===== src/design/bf3_pkg.sv =====
// Shared constants, types and the divide-by-nine helper for the 3x3 box filter.
// No dependencies; every other design file except bf3_ram imports this package.
`default_nettype none
package bf3_pkg;

  localparam int MAX_COLS    = 1024;
  localparam int SAMPLE_BITS = 16;

  localparam int ROW_W    = 12;
  localparam int COL_W    = 10;
  localparam int ROWS_W   = 13;
  localparam int COLS_W   = 11;
  localparam int CFG_IDX_W  = 2;
  localparam int CFG_DATA_W = 13;

  localparam int ADDR_W = $clog2(MAX_COLS);
  localparam int LINE_W = 2 * SAMPLE_BITS;

  // column sum of three samples, and nine-sample sum plus rounding bias
  localparam int CSUM_W = SAMPLE_BITS + 2;
  localparam int SUM_W  = SAMPLE_BITS + 4;

  localparam logic [ROWS_W-1:0] ROWS_MIN   = ROWS_W'(3);
  localparam logic [ROWS_W-1:0] ROWS_LIMIT = ROWS_W'(4096);
  localparam logic [COLS_W-1:0] COLS_MIN   = COLS_W'(3);
  localparam logic [COLS_W-1:0] COLS_LIMIT =
      COLS_W'((MAX_COLS < 1024) ? MAX_COLS : 1024);

  localparam logic [CFG_IDX_W-1:0] REG_FRAME_ROWS = CFG_IDX_W'(0);
  localparam logic [CFG_IDX_W-1:0] REG_FRAME_COLS = CFG_IDX_W'(1);

  // floor(x / 9) == floor(x * ceil(2^SHIFT / 9) / 2^SHIFT) for x < 2^SUM_W
  localparam int RECIP_SHIFT = SUM_W + 5;
  localparam int RECIP_W     = RECIP_SHIFT - 2;
  localparam logic [RECIP_W-1:0] RECIP_9 =
      RECIP_W'(((64'd1 << RECIP_SHIFT) + 64'd8) / 64'd9);
  localparam int PROD_W = SUM_W + RECIP_W;

  localparam int FIFO_DEPTH = 8;
  localparam int FIFO_AW    = $clog2(FIFO_DEPTH);

  typedef struct packed {
    logic             res;
    logic [ROW_W-1:0] row;
    logic [COL_W-1:0] col;
    logic             last;
  } tag_t;

  typedef struct packed {
    logic [SAMPLE_BITS-1:0] avg;
    logic [ROW_W-1:0]       row;
    logic [COL_W-1:0]       col;
    logic                   last;
  } out_item_t;

  function automatic logic [SAMPLE_BITS-1:0] quot_from_prod(input logic [PROD_W-1:0] p);
    quot_from_prod = p[RECIP_SHIFT +: SAMPLE_BITS];
  endfunction

endpackage
`default_nettype wire


===== src/design/bf3_window.sv =====
// 3x3 window: keeps sums of the two previous columns and forms the nine-sample
// sum plus rounding bias, registered. Depends on bf3_pkg.
`default_nettype none
module bf3_window
  import bf3_pkg::*;
(
  input  wire logic                   clk_i,
  input  wire logic                   rst_ni,
  input  wire logic                   valid_i,
  input  wire tag_t                   tag_i,
  input  wire logic [SAMPLE_BITS-1:0] top_i,
  input  wire logic [SAMPLE_BITS-1:0] mid_i,
  input  wire logic [SAMPLE_BITS-1:0] bot_i,
  output logic                        valid_o,
  output tag_t                        tag_o,
  output logic      [SUM_W-1:0]       sum_o
);

  logic [CSUM_W-1:0] cs1_q, cs2_q, cur;
  logic [SUM_W-1:0]  sum_d;

  assign cur   = CSUM_W'(top_i) + CSUM_W'(mid_i) + CSUM_W'(bot_i);
  assign sum_d = SUM_W'(cs2_q) + SUM_W'(cs1_q) + SUM_W'(cur) + SUM_W'(4);

  always_ff @(posedge clk_i or negedge rst_ni) begin
    if (!rst_ni) begin
      cs1_q   <= '0;
      cs2_q   <= '0;
      valid_o <= 1'b0;
    end else begin
      valid_o <= valid_i && tag_i.res;
      if (valid_i) begin
        cs2_q <= cs1_q;
        cs1_q <= cur;
      end
    end
  end

  always_ff @(posedge clk_i) begin
    if (valid_i) begin
      tag_o <= tag_i;
      sum_o <= sum_d;
    end
  end

endmodule
`default_nettype wire


===== config.mk =====
export PLATFORM = sky130hd
export DESIGN_NAME = bf3_window
export DESIGN_NICKNAME = d
export VERILOG_FILES = /design/src/design/bf3_pkg.sv /design/src/design/bf3_window.sv
export SDC_FILE = /design/constraint.sdc
export NUM_CORES = 1
export LEC_CHECK = 0
export ABC_AREA = 1
export BUFFER_PORTS_ARGS = -buffer_cell sky130_fd_sc_hd__buf_2
export CORE_AREA = 4 4 91 128
export DETAILED_ROUTE_END_ITERATION = 8
export DIE_AREA = 0 0 95 132
export PLACE_DENSITY = 0.78
export SLEW_MARGIN = 10
export SYNTH_ARGS = -nofsm -noshare
export SYNTH_HDL_FRONTEND = slang
export SYNTH_SLANG_ARGS = --single-unit

===== constraint.sdc =====
create_clock -name clk_i -period 6.6 [get_ports clk_i]
set_input_delay 1.32 -clock clk_i [delete_from_list [all_inputs] [get_ports clk_i]]
set_output_delay 1.32 -clock clk_i [all_outputs]
set_load 0.02 [all_outputs]

==> summary.txt <==
Clocking
  • Setup bufs post-CTS: 0
  • Worst-Skew Late Latency: around 0.34 ns
  • Num Clock Sinks: 81
  • H-tree levels: 3
  • Resize count post-CTS: 0
  • Clock tree buffer depth: 2
  • TritonCTS buffer count: 9
  • CTS tree: yes
  • Cts hold-fix bufs: 0
  • Clock transition at path regs: 0.06 ns
  • Clock Root Buffer: clkbuf_16

Logic synthesis
  • Main combinational cell family by area after synthesis: adder cells
  • Yosys warns: 0
  • Post-Syn Nets: 789
  • Commonest cells in the netlist: nand2_1, inv_1, ha_1, edfxtp_1, dfrtp_1
  • Post-synth top area share: 0.237
  • Top_reg_cell synth: edfxtp_1
  • Post-Synth Adder-Cell Area: 0.239
  • Synth Area in Simple Gates: 0.193
  • Post-synthesis compound-gate area fraction: 0.0524
  • Gate count of the mapped netlist: between 600 and 700
  • Count leader, synth: nand2_1
  • Synth Cell Area: approximately 0.0056 sq mm
  • Async S/R FF share, synth: 0.457
  • #FFs+latches synth: ~80
  • Top post-synthesis cells by area: edfxtp_1, dfrtp_1, fa_1
  • Seq/Total Area, Yosys: 0.402
  • Mean Syn Cell Area: 8.88 sq um
  • Number of library cell types mapped by synthesis: 28
  • Post-synth EDFFs: 44
  • Post-synthesis mux area share: 0
  • Xor/xnor share of the synthesized area: 0.0251
  • Area leader, netlist: edfxtp_1

Finish
  • N_diodes: 0
  • Share of layout cells above drive strength 1: 0.187
  • Area of the multi-input gates: roughly 0.0028 sq mm
  • Area grow syn2layout: 18.5%
  • Seq. cell area: ~0.0022 sq mm
  • Finished Layout Cells: ~900
  • Final #Nets: 913
  • FILL cells: between 900 and 1,000
  • Finished Core Util: 0.626

Hold path
  • Hold Path Class: reg -> reg
  • Hold EP: cs2_q[2]$_DFFE_PN0P_
  • HP Start: cs1_q[2]$_DFFE_PN0P_
  • Hold Path Cell Cnt: 2

STA
  • Worst hold margin: about 0.5 ns
  • Endpoints failing setup: 0
  • RSZ-0062 raised after global routing: no
  • Final min period: about 5 ns
  • Max Clock Freq: 197 MHz
  • Final worst path period share: 0.768
  • Final WS setup: about 1.5 ns
  • Max Slew Vio Count: 0
  • Setup TNS: 0 ns
  • Worst-Margin Slew: about 0.96 ns
  • Slew HR: 0.361
  • Final Hold Fails: 0
  • Clock Skew: ~0.010 ns

Floorplan
  • Core ar.: roughly 0.011 sq mm
  • Row count: 45
  • Chip height: around 130 um
  • Boundary pin count: 120
  • Die Width: about 95 um
  • Die ar.: between 0.01 and 0.015 sq mm
  • Initial Util: 0.528

Pwr
  • Clock share of power: 0.137
  • Flop pwr share: 0.238
  • Leak: between 0.003 and 0.004 uW
  • Sw frac: 0.463
  • VDD IR max: 0.183 mV
  • Pwr dens: roughly 530 mW/mm^2
  • Internal power: around 1900 uW
  • Comb pwr share: 0.625
  • Net Switching: ~1600 uW

Placed design
  • PortBufs: approximately 120
  • Placed cells: slightly below 900
  • Placer Congestion: between 0.8 and 0.9
  • Detail Placement HPWL: 8840 um
  • Post-Place Setup Slack: approximately 1.2 ns

Run
  • Max-Cap Viols: 0

Routing
  • Iteration-0 DRC Markers: 109
  • Via density: 4.92
  • DR WL/cell: between 10 and 15 um
  • DR vias: ~4,400
  • Antenna violation net count after detailed routing: 0
  • DRC: 0
  • DR pass1 iterations: 6
  • Final WL: approximately 11,000 um

Outcome
  • Status: finished clean

Critical path
  • Reg2Reg Setup Slack: roughly 3.6 ns
  • Crit start category: primary input
  • Worst R2R Path Depth: 11
  • Worst EP arrival: around 5.2 ns
  • Reg2Reg Capture Point: sum_o[18]$_DFFE_PP_
  • R2R Path Start: cs1_q[1]$_DFFE_PN0P_
  • Data required, critical path: between 6 and 7 ns
  • Critical path type: in -> reg
  • Critical Path Fanout Max: 4
  • Crit. End Element: register

Global routing
  • Initial antenna violation count: 0
  • Gr ovfl total: 0
  • Vias in the first global route: between 4,000 and 5,000
  • Largest net degree at the start of global routing: 93
  • First-pass GRT wire length: 18,700 um
  • Total GRT Usage: 0.186
==> flip-flops by register name, indices dropped and copies added (netlist names) <==
signal / cells
cs2_q: 18
tag_o: 24
sum_o: 20
valid_o: 1
cs1_q: 18
==> metrics by stage <==
step / total power, uW / instance area, sq um
6_report: 3540 / 6620
5_1_grt: 3940 / 6620
4_1_cts: 3570 / 6620
3_5_place_dp: 3060 / 6330
3_3_place_gp: 3000 / 6330
2_1_floorplan: 2520 / 5590
==> cell usage in the layout, fill, tap and decap left out, types with 2 or more instances in the layout <==
cell type     n
a21oi_1      23
inv_6         2
nand3b_1      4
nand2_2       4
a21o_1        2
fa_1         36
inv_1       121
ha_1         49
nor2_1       23
clkinvlp_4    2
clkbuf_16     9
dfrtp_1      37
xnor2_1       5
buf_2       119
nand2_1     192
nand4_1       2
o21ai_1       3
nand3_1      29
edfxtp_1     44
nor3_1        7
o21ai_0      24
xor2_1       11
==> metal layers <==
layer / vias to the layer above / routed length [um] / global-route usage / share of wire
met5: - / 0 / 0 / 0
met4: 0 / 269 / 0.0803 / 0.025
met3: 21 / 614 / 0.0326 / 0.057
met2: 130 / 5540 / 0.335 / 0.51
met1: 2041 / 4440 / 0.211 / 0.41
li1: 2228 / - / - / -
==> kinds of logic after synthesis <==
| group | after synthesis |
|---|---|
| and+or+nand+nor | 264 |
| buffers and inverters | 128 |
| adders and majority gates | 85 |
| DFF | 81 |
| AOI/OAI and AO/OA | 55 |
| xor gates and xnor gates | 16 |
==> power by group through the flow <==
stage	Sequential (uW)	Combinational (uW)	Clock [uW]
5_1_grt	858	2560	523
3_3_place_gp	847	2150	0
4_1_cts	845	2230	497
3_5_place_dp	854	2200	0
6_report	843	2210	486
2_1_floorplan	947	1570	0
==> critical path, stage by stage <==
cell and delay [ns]:
buf_2 0.11, fa_1 0.48, ha_1 0.25, fa_1 0.42, nand2_1 0.09, nand2_1 0.06, nand3b_1 0.08, nand2_1 0.12
nand2_1 0.10, nand2_1 0.05, nand2_1 0.07, nand2_1 0.07, fa_1 0.48, inv_1 0.04, ha_1 0.28, ha_1 0.36
a21oi_1 0.21, a21boi_2 0.25, nor2_1 0.06, nor2_1 0.13, nand2_1 0.06, nand2_1 0.05, nand2_1 0.04
==> layout make-up <==
cell class,instances,area share
clock buffers,10,0.0346
clock inverters,6,0.0100
inverters,121,0.0686
multi-input cells,420,0.430
flip-flops and latches,81,0.339
well taps,141,0.0266
repair buffers,120,0.0911
==> how the worst max path moves through the flow <==
stage	start	end	cells past startpoint
finish	top_i[1]	sum_o[16]$_DFFE_PP_	23
global route	top_i[1]	sum_o[18]$_DFFE_PP_	24
CTS	top_i[1]	sum_o[16]$_DFFE_PP_	24
detailed placement	top_i[1]	sum_o[16]$_DFFE_PP_	24
global placement	top_i[1]	sum_o[16]$_DFFE_PP_	23
floorplan	top_i[1]	sum_o[16]$_DFFE_PP_	21
Power figures use the tool's default switching activity.
