$ cat config.mk
export PLATFORM = sky130hd
export DESIGN_NAME = bf3_divider
export DESIGN_NICKNAME = d
export VERILOG_FILES = /design/src/design/bf3_pkg.sv /design/src/design/bf3_divider.sv
export SDC_FILE = /design/constraint.sdc
export NUM_CORES = 1
export LEC_CHECK = 0
export ABC_AREA = 1
export ABC_CLOCK_PERIOD_IN_PS = 800
export BUFFER_PORTS_ARGS = -buffer_cell sky130_fd_sc_hd__buf_2
export CAP_MARGIN = 5
export CORE_ASPECT_RATIO = 2
export CORE_MARGIN = 3
export CORE_UTILIZATION = 47
export CTS_BUF_LIST = sky130_fd_sc_hd__clkbuf_2 sky130_fd_sc_hd__clkbuf_4 sky130_fd_sc_hd__clkbuf_8
export CTS_CLUSTER_SIZE = 16
export DETAILED_ROUTE_END_ITERATION = 10
export PLACE_DENSITY_LB_ADDON = 0.2
export SYNTH_ARGS = -nofsm -noshare
export SYNTH_HDL_FRONTEND = slang
export SYNTH_SLANG_ARGS = --single-unit
$ cat constraint.sdc
create_clock -name clk_i -period 0.8 [get_ports clk_i]
set_input_delay 0.08 -clock clk_i [delete_from_list [all_inputs] [get_ports clk_i]]
set_output_delay 0.08 -clock clk_i [all_outputs]
set_load 0.005 [all_outputs]
$ cat src/design/bf3_pkg.sv
// Shared constants, types and the divide-by-nine helper for the 3x3 box filter.
// No dependencies; every other design file except bf3_ram imports this package.
`default_nettype none
package bf3_pkg;

  localparam int MAX_COLS    = 1024;
  localparam int SAMPLE_BITS = 16;

  localparam int ROW_W    = 12;
  localparam int COL_W    = 10;
  localparam int ROWS_W   = 13;
  localparam int COLS_W   = 11;
  localparam int CFG_IDX_W  = 2;
  localparam int CFG_DATA_W = 13;

  localparam int ADDR_W = $clog2(MAX_COLS);
  localparam int LINE_W = 2 * SAMPLE_BITS;

  // column sum of three samples, and nine-sample sum plus rounding bias
  localparam int CSUM_W = SAMPLE_BITS + 2;
  localparam int SUM_W  = SAMPLE_BITS + 4;

  localparam logic [ROWS_W-1:0] ROWS_MIN   = ROWS_W'(3);
  localparam logic [ROWS_W-1:0] ROWS_LIMIT = ROWS_W'(4096);
  localparam logic [COLS_W-1:0] COLS_MIN   = COLS_W'(3);
  localparam logic [COLS_W-1:0] COLS_LIMIT =
      COLS_W'((MAX_COLS < 1024) ? MAX_COLS : 1024);

  localparam logic [CFG_IDX_W-1:0] REG_FRAME_ROWS = CFG_IDX_W'(0);
  localparam logic [CFG_IDX_W-1:0] REG_FRAME_COLS = CFG_IDX_W'(1);

  // floor(x / 9) == floor(x * ceil(2^SHIFT / 9) / 2^SHIFT) for x < 2^SUM_W
  localparam int RECIP_SHIFT = SUM_W + 5;
  localparam int RECIP_W     = RECIP_SHIFT - 2;
  localparam logic [RECIP_W-1:0] RECIP_9 =
      RECIP_W'(((64'd1 << RECIP_SHIFT) + 64'd8) / 64'd9);
  localparam int PROD_W = SUM_W + RECIP_W;

  localparam int FIFO_DEPTH = 8;
  localparam int FIFO_AW    = $clog2(FIFO_DEPTH);

  typedef struct packed {
    logic             res;
    logic [ROW_W-1:0] row;
    logic [COL_W-1:0] col;
    logic             last;
  } tag_t;

  typedef struct packed {
    logic [SAMPLE_BITS-1:0] avg;
    logic [ROW_W-1:0]       row;
    logic [COL_W-1:0]       col;
    logic                   last;
  } out_item_t;

  function automatic logic [SAMPLE_BITS-1:0] quot_from_prod(input logic [PROD_W-1:0] p);
    quot_from_prod = p[RECIP_SHIFT +: SAMPLE_BITS];
  endfunction

endpackage
`default_nettype wire

$ cat src/design/bf3_divider.sv
// Divide by nine through a reciprocal multiply, one register after the product.
// Depends on bf3_pkg.
`default_nettype none
module bf3_divider
  import bf3_pkg::*;
(
  input  wire logic             clk_i,
  input  wire logic             rst_ni,
  input  wire logic             valid_i,
  input  wire tag_t             tag_i,
  input  wire logic [SUM_W-1:0] sum_i,
  output logic                  valid_o,
  output out_item_t             item_o
);

  logic [PROD_W-1:0] prod_q;
  tag_t              tag_q;

  always_ff @(posedge clk_i or negedge rst_ni) begin
    if (!rst_ni) begin
      valid_o <= 1'b0;
    end else begin
      valid_o <= valid_i;
    end
  end

  always_ff @(posedge clk_i) begin
    if (valid_i) begin
      prod_q <= PROD_W'(sum_i) * PROD_W'(RECIP_9);
      tag_q  <= tag_i;
    end
  end

  assign item_o.avg  = quot_from_prod(prod_q);
  assign item_o.row  = tag_q.row;
  assign item_o.col  = tag_q.col;
  assign item_o.last = tag_q.last;

endmodule
`default_nettype wire

==> Implementation_results.wiki, run 1 <==
{| class="wikitable"
! Metric !! Value
|-
| Slowest library cell on the worst path || sky130_fd_sc_hd__fa_2
|-
| Slew of the pin with the lowest slew margin || 0.3680 ns
|-
| GP Congestion || 0.9804
|-
| CTS tree || built
|-
| Clock Path Buffers || 2
|-
| First DRT Iteration DRCs || 205
|-
| Final setup viols || 56
|-
| Finished layout cell area || 11,660 um^2
|-
| Remaining design rule violation count || 0
|-
| Number of global-route vias before repair || 8,406
|-
| Worst setup margin || -4.169 ns
|-
| Required time at the worst-slack endpoint || 0.85 ns
|-
| Violations in the final reports || setup timing
|-
| Fraction of synthesis flops using an asynchronous set or reset pin || 2.500%
|-
| Most common flop cell mapped by yosys || sky130_fd_sc_hd__edfxtp_1
|-
| Clock slew at the register clock pins of the worst setup and hold paths || 0.08 ns
|-
| Count of yosys warnings during synthesis || 0
|-
| Number of nets in the final layout || 1,643
|-
| Post-synth net total || 1,349
|-
| Longest individual stage delay on the worst path || 0.60 ns
|-
| Port-buffer cells || 85
|-
| Most frequent standard cell in the layout excluding fill and tap cells || sky130_fd_sc_hd__inv_1
|-
| Number of buffer and inverter stages on the critical path || 7
|-
| Final cycle utilization of the critical path || 621.1%
|-
| Die span in x || 102.5 um
|-
| Most common cell on crit path || sky130_fd_sc_hd__fa_1
|-
| Run status || finished, violations left
|-
| Number of levels in the clock H-tree || 2
|-
| Minimum period implied by the final worst setup slack || 4.969 ns
|-
| Antenna diode count || 0
|-
| Area enclosed by the die boundary || 20,400 um^2
|-
| Synth unique cells || 31
|-
| Path type of the worst min-delay path || in2async
|-
| Number of instances in the synthesized netlist || 998
|-
| Via density per instance || 4.978
|-
| Sequential-to-total area share from yosys stat || 13.66%
|-
| Number of top-level pins || 87
|-
| Path type of the worst setup path || in2reg
|-
| Count of endpoints failing hold in the final timing report || 0
|-
| Share of layout cells above drive strength 1 || 30.39%
|-
| Root buf cell || sky130_fd_sc_hd__clkbuf_8
|-
| Kind of launch point of the worst setup path || input pin
|-
| Leading cell types in the layout, fill and taps excluded || 243 x sky130_fd_sc_hd__inv_1, 176 x sky130_fd_sc_hd__buf_4, 171 x sky130_fd_sc_hd__ha_1
|-
| Average wire length per cell after detail routing || 16.30 um
|-
| Crit path DAT || 5.02 ns
|-
| Cell area after placement || 10,900 um^2
|-
| Post-synthesis sequential element count || 40
|-
| Area Growth Syn to Fin || 33.12%
|-
| Total global routing overflow || 0
|-
| Number of maximum-capacitance violations || 0
|-
| Core Rows || 70
|-
| Initial core utilization || 47.83%
|-
| DRT Wirelength || 24,600 um
|-
| Clock sinks || 40
|-
| Kind of cell with the highest combined delay on the critical path || adder cells
|-
| Overall track demand over capacity in global routing || 25.60%
|-
| Vert. Die Dim || 199.0 um
|-
| Normalized max-slew margin || 75.44%
|-
| Vias after detailed routing || 7,512
|-
| Count of nets left with antenna violations after detail routing || 0
|-
| Number of flops mapped to enable cells by yosys || 39
|-
| Critical Path End Type || flip-flop
|-
| Utilization after layout || 63.68%
|-
| Post-Syn Area per Cell || 8.773 um^2
|-
| Post-detail-place hpwl || 22,520 um
|-
| Levels on crit path || 20
|-
| Detailed Routing Iterations Pass 1 || 4
|-
| Number of slew-limit violations in the final report || 0
|-
| First-pass GRT wire length || 39,640 um
|-
| Total clock buffers created by CTS || 5
|-
| Post-synthesis instance area || 8756 um^2
|-
| Maximum clock frequency || 0.2013 GHz
|-
| Largest net degree at the start of global routing || 33
|-
| Worst path cell trace || buf_6 -> fa_2 -> inv_2 -> fa_1 -> fa_1 -> fa_1 -> inv_2 -> fa_2 -> fa_1 -> inv_1 -> fa_1 -> inv_2 -> ha_4 -> nand2_4 -> buf_12 -> o21ai_2 -> a21o_1 -> inv_1 -> nand3_1 -> nand2_1
|-
| Critical Path Fanout Max || 3
|-
| Area of the placeable core || 18,310 um^2
|-
| RSZ-0062 raised after global routing || yes
|-
| Antenna violations before repair || 0
|}
-- sequential cells by signal, summed over array words and instances, names as in the netlist --
name	count
valid_o	1
item_o	23
prod_q	16
-- cell type report --
cell class | instances | area [um^2]
fill | 1596 | 6649
tap | 216 | 270.3
sequential | 40 | 1196
inverter | 263 | 987.2
clock inverter | 3 | 46.29
clock buffer | 5 | 68.82
timing repair buffer | 287 | 2039
multi-input combinational | 695 | 7048
-- layer usage --
metal | vias up | share of wire [%] | wire [um] | track usage, %
li1 | 3692 | - | - | -
met1 | 3588 | 32 | 7981 | 24.38
met2 | 160 | 59 | 14410 | 51.89
met3 | 72 | 3.0 | 736 | 2.001
met4 | 0 | 6.0 | 1470 | 12.46
met5 | - | 0 | 0 | 0
-- per-stage QoR --
step | std cells | setup TNS [ns] | worst slack (ns) | hold WS, ns
4_1_cts | 1508 | -68.37 | -4.143 | 0.08253
5_1_grt | 1509 | -72.33 | -4.289 | 0.1063
6_report | 1509 | -68.41 | -4.169 | 0.1117
2_1_floorplan | 998 | -63.27 | -4.002 | -0.2156
3_3_place_gp | 1474 | -71.21 | -4.575 | -0.1453
3_5_place_dp | 1474 | -71.34 | -4.595 | -0.1443
-- worst paths after layout --
check / startpoint / to / slack (ns)
max in group asynchronous: rst_ni / valid_o / 0.60
min in group clk_i: valid_i / valid_o / 0.14
worst max-delay path: sum_i[17] / prod_q[25] / -4.17
worst min-delay path: rst_ni / valid_o / 0.11
-- Yosys cell counts (2+ instances only) --
cell                       count  area share, %
sky130_fd_sc_hd__inv_1       252             11
sky130_fd_sc_hd__ha_1        182             26
sky130_fd_sc_hd__nand2_1     153            6.6
sky130_fd_sc_hd__fa_1        122             28
sky130_fd_sc_hd__nor2_1       65            2.8
sky130_fd_sc_hd__a21oi_1      42            2.4
sky130_fd_sc_hd__edfxtp_1     39             13
sky130_fd_sc_hd__nand3_1      33            1.9
sky130_fd_sc_hd__nor2_2       15            1.1
sky130_fd_sc_hd__o21ai_1      14           0.80
sky130_fd_sc_hd__o21ai_0      12           0.69
sky130_fd_sc_hd__o21bai_1     11           0.94
sky130_fd_sc_hd__inv_2        10           0.43
sky130_fd_sc_hd__xnor2_1       7           0.70
sky130_fd_sc_hd__a21o_1        6           0.51
sky130_fd_sc_hd__nand2_2       6           0.43
sky130_fd_sc_hd__xor2_1        5           0.50
sky130_fd_sc_hd__nand4_1       4           0.29
sky130_fd_sc_hd__nor3_1        3           0.17
sky130_fd_sc_hd__nor3_2        3           0.34
sky130_fd_sc_hd__a21oi_2       2           0.20
sky130_fd_sc_hd__a31oi_1       2           0.14
sky130_fd_sc_hd__o21a_1        2           0.17
-- repair_timing --
item                                   CTS  global route
setup endpoints to repair               56            56
buffers inserted                         2             1
gates resized for setup                 40            48
hold buffers                            24             0
endpoints found under the hold margin   24             0
pin swaps                               14            23
-- cell families (layout without fill, tap and decap cells) --
kind of cell             after synthesis  after routing  share of synthesized area [%]
adder cells (fa/ha/maj)              304            304                          53.90
AND/OR/NAND/NOR                      286            286                          13.93
buffers and inverters                263            558                          11.27
AO/OA/AOI/OAI                         93             93                          6.030
flip-flops                            40             40                          13.66
XOR/XNOR                              12             12                          1.200
Power of run 1 is left out: the tool's default activity adds up to more than one toggle a clock period on the data nets, which glitch-free logic cannot reach.
==> run 2: changes to the inputs <==
- BUFFER_PORTS_ARGS: -buffer_cell sky130_fd_sc_hd__buf_2 -> -buffer_cell sky130_fd_sc_hd__buf_4
==> run 2 against run 1 <==
The flow still finishes with violations (setup timing). Hold slack worse by 0.031 ns. Routed wire length rose by 0.41%. Final area up 0.79%. Global-route usage increased by 0.096 points. Worst setup slack better by 0.058 ns. Count of clock-buffer cells in the layout is the same. Critical path depth is the same.
==> Implementation_results.wiki, run 2 (synthesized netlist as in run 1, its figures left out) <==
{| class="wikitable"
! Metric !! Value
|-
| CTS tree || built
|-
| Most common cell on crit path || sky130_fd_sc_hd__fa_1
|-
| Core Rows || 70
|-
| Final setup viols || 56
|-
| Antenna diode count || 0
|-
| Maximum clock frequency || 0.2037 GHz
|-
| Count of nets left with antenna violations after detail routing || 0
|-
| Number of top-level pins || 87
|-
| DRT Wirelength || 24,700 um
|-
| Area Growth Syn to Fin || 34.18%
|-
| Critical Path Fanout Max || 4
|-
| Normalized max-slew margin || 76.48%
|-
| Area enclosed by the die boundary || 20,400 um^2
|-
| Worst Hold Path Cells || 1
|-
| Largest net degree at the start of global routing || 17
|-
| Kind of launch point of the worst setup path || input pin
|-
| Share of layout cells above drive strength 1 || 28.77%
|-
| Leading cell types in the layout, fill and taps excluded || 243 x sky130_fd_sc_hd__inv_1, 220 x sky130_fd_sc_hd__buf_4, 174 x sky130_fd_sc_hd__ha_1
|-
| Clock Path Buffers || 2
|-
| Flip-flop count of the largest register after layout || 23
|-
| Worst min-delay path startpoint || valid_i
|-
| Post-detail-place hpwl || 22,290 um
|-
| Met1 track utilization from global routing || 25.49%
|-
| GP Congestion || 0.9463
|-
| Number of global-route vias before repair || 8,346
|-
| Worst setup margin || -4.110 ns
|-
| Area of the placeable core || 18,310 um^2
|-
| Antenna violations before repair || 0
|-
| Number of nets in the final layout || 1,629
|-
| Detailed Routing Iterations Pass 1 || 5
|-
| Vias after detailed routing || 7,491
|-
| Sum of negative setup slack || -68.86 ns
|-
| Path type of the worst setup path || in2reg
|-
| Crit path from || sum_i[17]
|-
| Die span in x || 102.5 um
|-
| Total clock buffers created by CTS || 5
|-
| Required time at the worst-slack endpoint || 0.85 ns
|-
| Violations in the final reports || setup timing
|-
| Number of slew-limit violations in the final report || 0
|-
| Clock sinks || 40
|-
| Vert. Die Dim || 199.0 um
|-
| First-pass GRT wire length || 39,780 um
|-
| Average wire length per cell after detail routing || 16.52 um
|-
| Met2 global-route usage || 53.17%
|-
| Minimum period implied by the final worst setup slack || 4.910 ns
|-
| Root buf cell || sky130_fd_sc_hd__clkbuf_8
|-
| Number of maximum-capacitance violations || 0
|-
| Slew of the pin with the lowest slew margin || 0.3491 ns
|-
| Total global routing overflow || 0
|-
| Count of endpoints failing hold in the final timing report || 0
|-
| Path type of the worst min-delay path || in2reg
|-
| Number of levels in the clock H-tree || 2
|-
| Critical Path End Type || flip-flop
|-
| Crit path DAT || 4.96 ns
|-
| Initial core utilization || 47.83%
|-
| Run status || finished, violations left
|-
| RSZ-0062 raised after global routing || yes
|-
| Overall track demand over capacity in global routing || 25.70%
|-
| Cell area after placement || 11,000 um^2
|-
| Hold slack final || 0.08064 ns
|-
| GR met3 Demand/Resource || 1.369%
|-
| Remaining design rule violation count || 0
|-
| Via density per instance || 5.011
|-
| Longest individual stage delay on the worst path || 0.54 ns
|-
| Slowest library cell on the worst path || sky130_fd_sc_hd__fa_1
|-
| Most congested layer reported by global routing || met2
|-
| First DRT Iteration DRCs || 216
|-
| Port-buffer cells || 85
|-
| Final cycle utilization of the critical path || 613.8%
|-
| Finished layout cell area || 11,750 um^2
|-
| Most frequent standard cell in the layout excluding fill and tap cells || sky130_fd_sc_hd__inv_1
|-
| Clock slew at the register clock pins of the worst setup and hold paths || 0.08 ns
|-
| Worst path cell trace || buf_6 -> fa_2 -> fa_1 -> inv_1 -> fa_1 -> fa_1 -> fa_1 -> inv_1 -> fa_1 -> inv_1 -> fa_1 -> inv_2 -> ha_4 -> nand2_4 -> nor2_4 -> nand2_1 -> nor2_1 -> nand3_1 -> nand4_1 -> nand2_1
|}
run 2: cell count changes in the layout (fill, tap and decap cells not counted), sizes merged:
cell,delta
inv,-1
clkinvlp,-1
clkinv,+3
bufinv,-1
buf,-14
run 2: area by class of cell:
type | instances | area (um^2)
Inverter | 263 | 987.2
Fill cell | 1582 | 6556
Timing Repair Buffer | 273 | 2236
Clock buffer | 5 | 68.82
Tap cell | 216 | 270.3
Multi-Input combinational cell | 695 | 6972
Clock inverter | 3 | 18.77
Sequential cell | 40 | 1196
run 2: through the flow:
| step | cells | util (%) | setup slack, ns |
|---|---|---|---|
| after global placement | 1458 | 60.12 | -4.466 |
| after CTS | 1494 | 63.22 | -4.096 |
| after detailed placement | 1458 | 60.12 | -4.510 |
| after floorplan | 998 | - | -4.002 |
| final | 1495 | 64.18 | -4.110 |
| after global routing | 1495 | 64.18 | -4.298 |
run 2: timing repair:
item / in CTS / in global routing
setup buffers: 4 / 1
endpoints found under the setup margin: 56 / 56
pin swaps: 22 / 22
hold endpoints to repair: 24 / 0
hold buffers: 24 / 0
resized for setup: 57 / 43
run 2: final timing paths:
check	end	slack (ns)
setup / recovery	prod_q[37]	-4.11
max in group asynchronous	valid_o	0.61
min in group asynchronous	valid_o	0.11
hold / removal	item_o[3]	0.08
run 2: critical path, delay by kind of cell:
| kind | cells | cell delay, ns |
|---|---|---|
| simple gates | 7 | 0.79 |
| buf+inv | 5 | 0.33 |
| fa+ha+maj | 8 | 3.75 |
run 2: metal layers:
layer | vias to the layer above | part of all wire, %
met2 | 139 | 60
li1 | 3663 | -
met5 | - | 0
met4 | 0 | 4.3
met1 | 3635 | 33
met3 | 54 | 2.1
Power of run 2 is left out for the same reason.
