`config.mk`:
```
export PLATFORM = sky130hd
export DESIGN_NAME = bf3_out_fifo
export DESIGN_NICKNAME = d
export VERILOG_FILES = /design/src/design/bf3_pkg.sv /design/src/design/bf3_out_fifo.sv
export SDC_FILE = /design/constraint.sdc
export NUM_CORES = 1
export LEC_CHECK = 0
export ABC_CLOCK_PERIOD_IN_PS = 4300
export BUFFER_PORTS_ARGS = -buffer_cell sky130_fd_sc_hd__buf_2
export CORE_MARGIN = 5
export CORE_UTILIZATION = 60
export DETAILED_ROUTE_END_ITERATION = 7
export PLACE_DENSITY = 0.79
export SETUP_SLACK_MARGIN = 0.1
export SLEW_MARGIN = 0
export SYNTH_ARGS = -nofsm -noshare
export SYNTH_HDL_FRONTEND = slang
export SYNTH_SLANG_ARGS = --single-unit
```
`constraint.sdc`:
```
create_clock -name clk_i -period 4.3 [get_ports clk_i]
set_input_delay 0.86 -clock clk_i [delete_from_list [all_inputs] [get_ports clk_i]]
set_output_delay 0.86 -clock clk_i [all_outputs]
set_load 0.02 [all_outputs]
```
`src/design/bf3_pkg.sv`:
```
// Shared constants, types and the divide-by-nine helper for the 3x3 box filter.
// No dependencies; every other design file except bf3_ram imports this package.
`default_nettype none
package bf3_pkg;

  localparam int MAX_COLS    = 1024;
  localparam int SAMPLE_BITS = 16;

  localparam int ROW_W    = 12;
  localparam int COL_W    = 10;
  localparam int ROWS_W   = 13;
  localparam int COLS_W   = 11;
  localparam int CFG_IDX_W  = 2;
  localparam int CFG_DATA_W = 13;

  localparam int ADDR_W = $clog2(MAX_COLS);
  localparam int LINE_W = 2 * SAMPLE_BITS;

  // column sum of three samples, and nine-sample sum plus rounding bias
  localparam int CSUM_W = SAMPLE_BITS + 2;
  localparam int SUM_W  = SAMPLE_BITS + 4;

  localparam logic [ROWS_W-1:0] ROWS_MIN   = ROWS_W'(3);
  localparam logic [ROWS_W-1:0] ROWS_LIMIT = ROWS_W'(4096);
  localparam logic [COLS_W-1:0] COLS_MIN   = COLS_W'(3);
  localparam logic [COLS_W-1:0] COLS_LIMIT =
      COLS_W'((MAX_COLS < 1024) ? MAX_COLS : 1024);

  localparam logic [CFG_IDX_W-1:0] REG_FRAME_ROWS = CFG_IDX_W'(0);
  localparam logic [CFG_IDX_W-1:0] REG_FRAME_COLS = CFG_IDX_W'(1);

  // floor(x / 9) == floor(x * ceil(2^SHIFT / 9) / 2^SHIFT) for x < 2^SUM_W
  localparam int RECIP_SHIFT = SUM_W + 5;
  localparam int RECIP_W     = RECIP_SHIFT - 2;
  localparam logic [RECIP_W-1:0] RECIP_9 =
      RECIP_W'(((64'd1 << RECIP_SHIFT) + 64'd8) / 64'd9);
  localparam int PROD_W = SUM_W + RECIP_W;

  localparam int FIFO_DEPTH = 8;
  localparam int FIFO_AW    = $clog2(FIFO_DEPTH);

  typedef struct packed {
    logic             res;
    logic [ROW_W-1:0] row;
    logic [COL_W-1:0] col;
    logic             last;
  } tag_t;

  typedef struct packed {
    logic [SAMPLE_BITS-1:0] avg;
    logic [ROW_W-1:0]       row;
    logic [COL_W-1:0]       col;
    logic                   last;
  } out_item_t;

  function automatic logic [SAMPLE_BITS-1:0] quot_from_prod(input logic [PROD_W-1:0] p);
    quot_from_prod = p[RECIP_SHIFT +: SAMPLE_BITS];
  endfunction

endpackage
`default_nettype wire

```
`src/design/bf3_out_fifo.sv`:
```
// Result FIFO in flops; head entry drives the output channel directly.
// Depends on bf3_pkg.
`default_nettype none
module bf3_out_fifo
  import bf3_pkg::*;
(
  input  wire logic           clk_i,
  input  wire logic           rst_ni,
  input  wire logic           push_i,
  input  wire out_item_t      item_i,
  output logic                valid_o,
  input  wire logic           ready_i,
  output out_item_t           item_o,
  output logic [FIFO_AW:0]    count_o
);

  out_item_t          mem_q [FIFO_DEPTH];
  logic [FIFO_AW-1:0] wr_q, rd_q;
  logic [FIFO_AW:0]   count_q;
  logic               pop;

  assign valid_o = count_q != '0;
  assign pop     = valid_o && ready_i;
  assign item_o  = mem_q[rd_q];
  assign count_o = count_q;

  always_ff @(posedge clk_i or negedge rst_ni) begin
    if (!rst_ni) begin
      wr_q    <= '0;
      rd_q    <= '0;
      count_q <= '0;
    end else begin
      if (push_i) wr_q <= wr_q + FIFO_AW'(1);
      if (pop)    rd_q <= rd_q + FIFO_AW'(1);
      count_q <= count_q + (FIFO_AW+1)'(push_i) - (FIFO_AW+1)'(pop);
    end
  end

  always_ff @(posedge clk_i) begin
    if (push_i) begin
      mem_q[wr_q] <= item_i;
    end
  end

endmodule
`default_nettype wire

```
==> metrics, run 1 <==
status=finished, final reports clean; Worst-Skew Late Latency=0.55 ns; Relative slew margins=40.8%; Clock H-tree levels=1; grt ovf=0; remaining antenna violation count=0; Initial Util=60.9%; clock skew=0.0238 ns; Min-Delay Path Class=input pin to asynchronous set/reset pin; CTS Hold Buffers Added=0; post-synthesis cell count=505; drt first pass iters=4; via count=5414; Synth warnings=0; Max Cap Viol=0; total track usage=19.1%; fin nets=669; Final Max Slew Viols=0; CP Capture Type=output port; Non-Filler Instances=912; Final Hold Fails=0; Setup WS post-layout=0.642 ns; #FFs+latches synth=322; via-per-instance ratio=5.94; sequential area share after synthesis=78.3%; FP Rows=52; Leak Pwr=4.70 nW; Detail Placement HPWL=12.7 mm; Syn Nets=556; CTS tree=built; crit path max fanout=31; antenna violations before repair=1; CP max-delay cell=dfrtp_4; ANT cells=0; Worst Path Class, Setup=register to output port; Setup violations, final=0; share of layout cells above drive strength 1=43.8%; maximum VDD drop=540 uV; CTS Buffer Depth=3; Period minus WS final=3.66 ns; Startpoint Class=register; Pwr Density=697 nW/um^2; pre-CTS setup slack=1.16 ns; global-route wire length before repair=34.5 mm; cells along the critical path=buf_4 > mux4_2 > mux2_2 > buf_2; CTS buffer count=30; TNS Setup=0 ns; Fmax achieved=273 MHz; die height=153 um; family with the most delay on the worst path=multiplexers; GPL Wtd Cong=0.697; drt total wl=21.8 mm; met2 usage=33.1%; Final period util=85.1%; hold slack=0.164 ns; most used routing layer=met2; P&R area growth vs syn=14.9%; wire length per cell=23.9 um; CP Buf/Inv Count=2; Die Width=153 um; cts repair resizes=0; GRT met1 Usage=26.0%; Ports=87; Clk pin slew, worst setup/hold paths=0.06 ns; dpl cells=856; port buffer count=86; core area=20200 sq um; Cell Area, Synth=12300 sq um; pin count of the biggest net entering global routing=52; syn_area_per_cell=24.3 sq um; worst path required time=3.44 ns; RSZ-0062 raised after global routing=false; Final Util=70.0%; Largest stage delay, worst path=0.83 ns; DR iter-0 viols=347; die area=23400 sq um; Post-CTS Setup Bufs=0; Least-Margin Pin Slew=0.888 ns; CP arrival=2.80 ns; # DRC=0; Cell variety after synth=23; vias in the first global route=5868; met3 Use GR=3.87%; CTS sink count=322; Clock Tree Root=clkbuf_16
-- Yosys cell counts (all sizes together) --
cell type,n,area share (%)
edfxtp,312,76
mux4,78,14
mux2,41,4.0
buf,12,0.77
clkbuf,10,0.31
dfrtp,10,2.0
inv,9,0.27
ha,7,0.71
nor2,6,0.18
nand2,4,0.12
xnor2,4,0.29
nand2b,3,0.15
nor3,2,0.081
xor2,2,0.14
a21o,1,0.061
a21oi,1,0.041
fa,1,0.16
nand3,1,0.041
or3b,1,0.071
-- cell usage in the layout (no fill, tap or decap), drive strengths merged, types with 6 or more instances in the layout --
| master | count |
|---|---|
| ha | 7 |
| buf | 103 |
| mux4 | 78 |
| nor2 | 6 |
| inv | 9 |
| edfxtp | 312 |
| dfrtp | 10 |
| mux2 | 41 |
| clkinv | 12 |
| clkbuf | 38 |
-- cell type report --
cell class | count | area (sq um)
fillers | 1222 | 6060
clock buffers | 38 | 801
inverters | 9 | 33.8
flip-flops and latches | 322 | 9630
well taps | 270 | 338
clock inverters | 18 | 161
multi-input cells | 152 | 2560
repair buffers | 103 | 596
-- power by group --
part	internal, mW	leakage [nW]	switching (mW)	total (mW)
Sequential	3.96	2.95	0.383	4.34
Clock	1.44	0.463	1.06	2.51
Combinational	1.47	1.29	1.52	3.00
-- per-layer routing --
layer	vias up	share of wire, %	wire length, um
met2	141	53	11500
met3	27	5.8	1260
li1	2365	-	-
met1	2879	40	8720
met4	2	1.3	290
met5	-	0.051	11
-- state kept, by name, summed over array words and instances, names as in the netlist --
register	cells
wr_q	3
mem_q	312
count_o	4
rd_q	3
-- kinds of logic (layout without fill, tap and decap cells) --
kind of cell	count (synthesis)	in the layout	synth area share, %
adder cells (fa/ha/maj)	8	8	0.876
flip-flops	322	322	78.3
buffers and inverters	31	168	1.35
AND/OR/NAND/NOR	17	17	0.652
XOR/XNOR	6	6	0.428
multiplexers	119	119	18.3
AO/OA/AOI/OAI	2	2	0.102
-- worst paths after layout --
check	startpoint	end	slack (ns)	cells past startpoint
max	rd_q[0]	item_o[30]	0.64	4
min in group clk_i	item_i[11]	mem_q[0][11]	0.57	1
max in group asynchronous	rst_ni	rd_q[2]	3.89	1
max reg2reg	count_o[2]	count_o[2]	1.75	11
min reg2reg	wr_q[1]	wr_q[1]	0.58	1
min	rst_ni	count_o[3]	0.16	1
-- metrics by stage --
stage                     total power, mW  area (sq um)
final                                9.84         14100
after CTS                            9.98         14100
after global routing                 10.3         14100
after floorplan                      6.53         12300
after detailed placement             7.47         13200
after global placement               7.35         13200
No activity file was read; power rests on OpenSTA's default activity.
==> inputs of run 2 (changes only) <==
--- a/config.mk
+++ b/config.mk
@@ -7,6 +7,7 @@
 export LEC_CHECK = 0
 export ABC_CLOCK_PERIOD_IN_PS = 4300
 export BUFFER_PORTS_ARGS = -buffer_cell sky130_fd_sc_hd__buf_2
+export CORE_ASPECT_RATIO = 0.75
 export CORE_MARGIN = 5
 export CORE_UTILIZATION = 60
 export DETAILED_ROUTE_END_ITERATION = 7
==> metrics, run 2 (synthesis gave the netlist of run 1 again) <==
via count=5418 (+0.074%); Sw Share=29.9% (-0.26 points); Clock H-tree levels=1 (unchanged); Final Hold Fails=0 (unchanged); status=finished, final reports clean; wire length per cell=24.6 um (+3.0%); DR iter-0 viols=446 (+29%); Pwr Density=703 nW/um^2 (+0.79%); Post-CTS Setup Bufs=0 (unchanged); hold slack=0.188 ns (+0.0233 ns); die height=134 um (-13%); via-per-instance ratio=6.03 (+1.5%); most used routing layer=met2; CTS Hold Buffers Added=0 (unchanged); global-route wire length before repair=34.3 mm (-0.58%); met3 Use GR=4.62% (+0.75 points); total track usage=19.2% (+0.16 points); ANT cells=0 (unchanged); multi-input logic area=2560 sq um (unchanged); Biggest register=mem_q; drt first pass iters=4 (unchanged); Worst-Skew Late Latency=0.53 ns (-0.02 ns); remaining antenna violation count=0 (unchanged); Leak Pwr=4.71 nW (+0.21%); commonest cells after routing, fill and taps aside=312 x edfxtp_1, 86 x buf_2, 78 x mux4_2; fin nets=670 (+0.15%); maximum VDD drop=479 uV (-11%); leading cell type in the layout, fill and taps excluded=edfxtp_1; cts repair resizes=0 (unchanged); drt total wl=22.1 mm (+1.5%); RSZ-0062 raised after global routing=false; worst path required time=3.44 ns (about the same); Setup violations, final=0 (unchanged); Relative slew margins=47.7% (+6.9 points); CTS buffer count=29 (-3.3%); Final period util=83.7% (-1.3 points); crit path max fanout=42 (+35%); core area=20200 sq um (+0.22%); Final Max Slew Viols=0 (unchanged); Layout fillers=1164 (-4.7%); P&R area growth vs syn=14.6%; Die Width=175 um (+14%); # DRC=0 (unchanged); vias in the first global route=5769 (-1.7%); CTS Buffer Depth=3 (unchanged); Max Cap Viol=0 (unchanged); pin count of the biggest net entering global routing=53 (+1.9%); clock share of power=25.9% (+0.4 points); dpl cells=846 (-1.2%); port buffer count=86 (unchanged); CP arrival=2.74 ns (-0.06 ns); CTS sink count=322 (unchanged); GPL Wtd Cong=0.725 (+4.0%); grt ovf=0 (unchanged); Min-Delay Path Class=input pin to asynchronous set/reset pin; antenna violations before repair=1 (unchanged); reg2reg start=count_o[2]; Period minus WS final=3.60 ns (-0.0565 ns); FP Rows=45 (-13%); Clk pin slew, worst setup/hold paths=0.06 ns (about the same); Worst Path Class, Setup=register to output port; Storage cell area=9630 sq um (unchanged); GRT met1 Usage=27.4% (+1.4 points); met2 usage=31.5% (-1.6 points); Least-Margin Pin Slew=0.784 ns (-0.103 ns); share of layout cells above drive strength 1=43.2% (-0.56 points); CTS tree=built; Ports=87 (unchanged); internal power=6.93 mW (+0.91%); switching power=2.96 mW (-0.32%); crit path launch=rd_q[0]; combinational share of power=30.7% (+0.2 points); TNS Setup=0 ns (unchanged); Detail Placement HPWL=12.9 mm (+1.5%); Non-Filler Instances=899 (-1.4%); Startpoint Class=register; Seq pwr share=43.4% (-0.7 points); CP Capture Type=output port; die area=23500 sq um (+0.13%); Clock Tree Root=clkbuf_16; Fmax achieved=278 MHz (+1.6%); clock skew=0.0123 ns (-0.0116 ns); Initial Util=60.8% (-0.13 points); max reg flops=312 (unchanged)
## run 2: cell count changes in the layout (fill, tap and decap cells not counted), sizes merged
cell / delta
clkinv: -2
clkbuf: +1
buf: +2
bufinv: +2
clkinvlp: -4
## run 2: through the flow
| step | instance area, sq um | setup slack [ns] | utilization (%) | total power, mW |
|---|---|---|---|---|
| 6_report | 14100 | 0.699 | 69.7 | 9.90 |
| 5_1_grt | 14100 | 0.498 | 69.7 | 10.4 |
| 4_1_cts | 14100 | 0.610 | 69.7 | 10.0 |
| 3_5_place_dp | 13100 | 1.20 | 64.9 | 7.46 |
| 3_3_place_gp | 13100 | 1.21 | 64.9 | 7.36 |
| 2_1_floorplan | 12300 | 0.187 | - | 6.53 |
## run 2: area by class of cell
class | instances | share of cell area, %
repair buffers | 105 | 4.16
inverters | 9 | 0.240
flip-flops and latches | 322 | 68.4
clock inverters | 14 | 1.20
well taps | 258 | 2.29
multi-input cells | 152 | 18.2
clock buffers | 39 | 5.56
## run 2: critical path: stages, from the launching register on
cell and delay (ns):
dfrtp_4 0.78, buf_12 0.38, mux4_2 0.56, mux2_2 0.29, buf_2 0.16
## run 2: power by group through the flow
| stage | combinational, mW | clock, mW | sequential, mW |
|---|---|---|---|
| 5_1_grt | 3.26 | 2.74 | 4.36 |
| 3_3_place_gp | 3.03 | 0 | 4.33 |
| 6_report | 3.04 | 2.56 | 4.30 |
| 4_1_cts | 3.11 | 2.61 | 4.31 |
| 3_5_place_dp | 3.09 | 0 | 4.37 |
| 2_1_floorplan | 2.38 | 0 | 4.15 |
## run 2: final timing paths
check | slack, ns | to | cells past startpoint
max | 0.70 | item_o[30] | 4
min | 0.19 | wr_q[0] | 1
max reg2reg | 1.80 | count_o[2] | 11
min reg2reg | 0.57 | wr_q[1] | 1
max in group asynchronous | 3.88 | rd_q[0] | 1
min in group clk_i | 0.57 | wr_q[1] | 1
## run 2: metal layers
| metal | part of all wire (%) | vias to the layer above |
|---|---|---|
| met5 | 0.059 | - |
| met4 | 1.3 | 2 |
| met3 | 7.0 | 32 |
| met2 | 50 | 177 |
| met1 | 42 | 2854 |
| li1 | - | 2353 |
==> inputs of run 3 (changes only) <==
--- a/config.mk
+++ b/config.mk
@@ -5,13 +5,14 @@
 export SDC_FILE = /design/constraint.sdc
 export NUM_CORES = 1
 export LEC_CHECK = 0
-export ABC_CLOCK_PERIOD_IN_PS = 4300
+export ABC_AREA = 1
+export ABC_CLOCK_PERIOD_IN_PS = 2940
 export BUFFER_PORTS_ARGS = -buffer_cell sky130_fd_sc_hd__buf_2
 export CORE_ASPECT_RATIO = 0.75
 export CORE_MARGIN = 5
-export CORE_UTILIZATION = 60
+export CORE_UTILIZATION = 55
 export DETAILED_ROUTE_END_ITERATION = 7
-export PLACE_DENSITY = 0.79
+export PLACE_DENSITY = 0.76
 export SETUP_SLACK_MARGIN = 0.1
 export SLEW_MARGIN = 0
 export SYNTH_ARGS = -nofsm -noshare
==> constraint.sdc (replaced) <==
create_clock -name clk_i -period 2.94 [get_ports clk_i]
set_input_delay 0.588 -clock clk_i [delete_from_list [all_inputs] [get_ports clk_i]]
set_output_delay 0.588 -clock clk_i [all_outputs]
set_load 0.02 [all_outputs]
==> metrics, run 3 <==
via count=9454 (+74%); async set-or-reset flop fraction in the synthesized netlist=3.11% (unchanged); Biggest register=mem_q; cell depth of the worst hold path=1; Non-Filler Instances=1860 (+110%); Layout fillers=1897 (+63%); Pwr Density=979 nW/um^2 (+39%); reg2reg start=count_o[2]; antenna violations before repair=1 (unchanged); Final period util=93.2%; worst path required time=2.35 ns (-1.09 ns); Initial Util=56.2% (-4.6 points); FF-to-FF setup slack=0.75 ns (-1.05 ns); grt ovf=0 (unchanged); total track usage=21.2% (+1.9 points); Startpoint Class=register; fin nets=1552 (+130%); maximum VDD drop=692 uV (+44%); Synth warnings=0 (unchanged); syn_area_per_cell=9.96 sq um (-59%); post-synthesis cell count=1415 (+180%); die height=149 um (+11%); crit path max fanout=27 (-36%); CTS Buffer Depth=3 (unchanged); Max Cap Viol=0 (unchanged); synth top area cells=edfxtp_1 66%, nand2_1 14%, inv_1 8.7%; Detail Placement HPWL=16.7 mm (+30%); CTS buffer count=30 (+3.4%); Setup WS post-layout=0.201 ns (-0.498 ns); Leak Pwr=7.56 nW (+60%); TNS Setup=0 ns (unchanged); Worst Hold End=mem_q[6][16]; die area=29000 sq um (+23%); remaining antenna violation count=0 (unchanged); pin count of the biggest net entering global routing=73 (+38%); Post-synth EDFFs=312 (unchanged); commonest cells after routing, fill and taps aside=520 x nand2_1, 326 x inv_1, 312 x edfxtp_1; leading cell type in the layout, fill and taps excluded=nand2_1; Relative slew margins=55.2% (+7.4 points); Clock Tree Root=clkbuf_16; sequential area share after synthesis=68.3% (-10 points); P&R area growth vs syn=15.0%; #FFs+latches synth=322 (unchanged); via-per-instance ratio=5.08 (-16%); Final Max Slew Viols=0 (unchanged); DR iter-0 viols=733 (+64%); Clock H-tree levels=1 (unchanged); core area=25100 sq um (+24%); Fmax achieved=365 MHz; CP arrival=2.15 ns (-0.59 ns); Synth top area share=66.5% (-9.8 points); drt total wl=31.6 mm (+43%); Final Util=64.6% (-5.0 points); reg-to-reg endpoint=count_o[2]; wire length per cell=17.0 um (-31%); CTS tree=built; worst reg2reg path depth=11 (unchanged); GPL Wtd Cong=0.776 (+7.1%); Die Width=195 um (+11%); Worst Path Class, Setup=register to output port; Power, Total=15.9 mW (+60%); drt first pass iters=5 (+1); status=finished, final reports clean; top-count cell post-synth=nand2_1; clock skew=0.0105 ns (-0.00172 ns); max reg flops=312 (unchanged); hold slack=0.304 ns (+0.117 ns); CTS sink count=322 (unchanged); port buffer count=86 (unchanged); Cell variety after synth=18 (-22%); Worst-Skew Late Latency=0.55 ns (+0.02 ns); Least-Margin Pin Slew=0.671 ns (-0.113 ns); global-route wire length before repair=48.9 mm (+43%); HP Start=item_i[16]; Post-synth top flop=edfxtp_1; Synth top cells by count=520 x nand2_1, 327 x inv_1, 312 x edfxtp_1, 158 x nand3_1, 39 x buf_2; post-route cell area=16200 sq um (+15%); Yosys top cell by area=edfxtp_1; Clk pin slew, worst setup/hold paths=0.06 ns (about the same); Syn Nets=1466 (+160%); pre-CTS setup slack=0.492 ns (-0.703 ns); Setup violations, final=0 (unchanged); vias in the first global route=9232 (+60%); dpl cells=1801 (+110%); Period minus WS final=2.74 ns; # DRC=0 (unchanged); Cell Area, Synth=14100 sq um (+15%); share of layout cells above drive strength 1=11.4% (-32 points); FP Rows=50 (+11%); Min-Delay Path Class=input pin to register; RSZ-0062 raised after global routing=true; Final Hold Fails=0 (unchanged); CP Capture Type=output port; placed cell area=15000 sq um (+15%); Ports=87 (unchanged)
[run 3: cell count changes in the layout (fill, tap and decap cells not counted), moves of 9 or more]
cell / delta
buf_4: -9
nand3_1: +157
nand2_1: +516
inv_1: +317
mux2_2: -33
mux4_2: -78
[run 3: how the worst max path moves through the flow]
stage	start	end	slack (ns)
after floorplan	push_i	mem_q[0][0]	-0.08
after global placement	push_i	mem_q[6][21]	0.52
after detailed placement	push_i	mem_q[6][21]	0.49
after CTS	rd_q[0]	item_o[12]	0.1
after global routing	rd_q[0]	item_o[9]	0.09
final	rd_q[0]	item_o[9]	0.20
[run 3: final cells by class]
cell class                      count  area [sq um]  area share, %
Clock inverter                     19           226           1.40
Antenna cell                        1          2.50         0.0154
Sequential cell                   322          9630           59.4
Tap cell                          338           423           2.61
Clock buffer                       33           783           4.83
Inverter                          329          1240           7.66
Multi-Input combinational cell    704          3010           18.6
Timing Repair Buffer              114           896           5.53
[run 3: logic make-up (layout without fill, tap and decap cells)]
kind of cell | count (synthesis) | after routing | synth area share (%)
xor+xnor | 5 | 5 | 0.311
compound gates | 4 | 4 | 0.142
buf+inv | 389 | 495 | 10.8
fa+ha+maj | 8 | 8 | 0.763
flops | 322 | 322 | 68.3
other cells | 0 | 1 | 0
simple gates | 687 | 687 | 19.7
[run 3: what timing repair did]
item | CTS | global route
hold endpoints to repair | 10 | 0
gates cloned | 1 | 3
setup buffers | 0 | 1
hold buffers | 1 | 0
gates resized for setup | 4 | 4
setup endpoints to repair | 26 | 33
[run 3: metal layers]
| metal | track usage [%] | up-vias | part of all wire [%] | wire, um |
|---|---|---|---|---|
| li1 | - | 4564 | - | - |
| met1 | 28.5 | 4433 | 41 | 12900 |
| met2 | 36.4 | 395 | 49 | 15400 |
| met3 | 3.44 | 62 | 8.1 | 2550 |
| met4 | 5.44 | 0 | 2.2 | 706 |
| met5 | 0 | - | 0 | 0 |
[run 3: critical path, cell delays in order (launching register included)]
cell and delay [ns]:
dfrtp_4 0.59, inv_6 0.20, buf_16 0.20, nand2_1 0.08, nand3_1 0.07, nand2_1 0.07
nand2_1 0.06, nand2_1 0.13, buf_2 0.19
[run 3: where the power goes]
| part | total [mW] | leakage [nW] | internal [mW] | switching (mW) |
|---|---|---|---|---|
| combinational | 6.11 | 4.12 | 1.90 | 4.21 |
| clock | 3.97 | 0.489 | 2.34 | 1.63 |
| sequential | 5.79 | 2.95 | 5.58 | 0.203 |
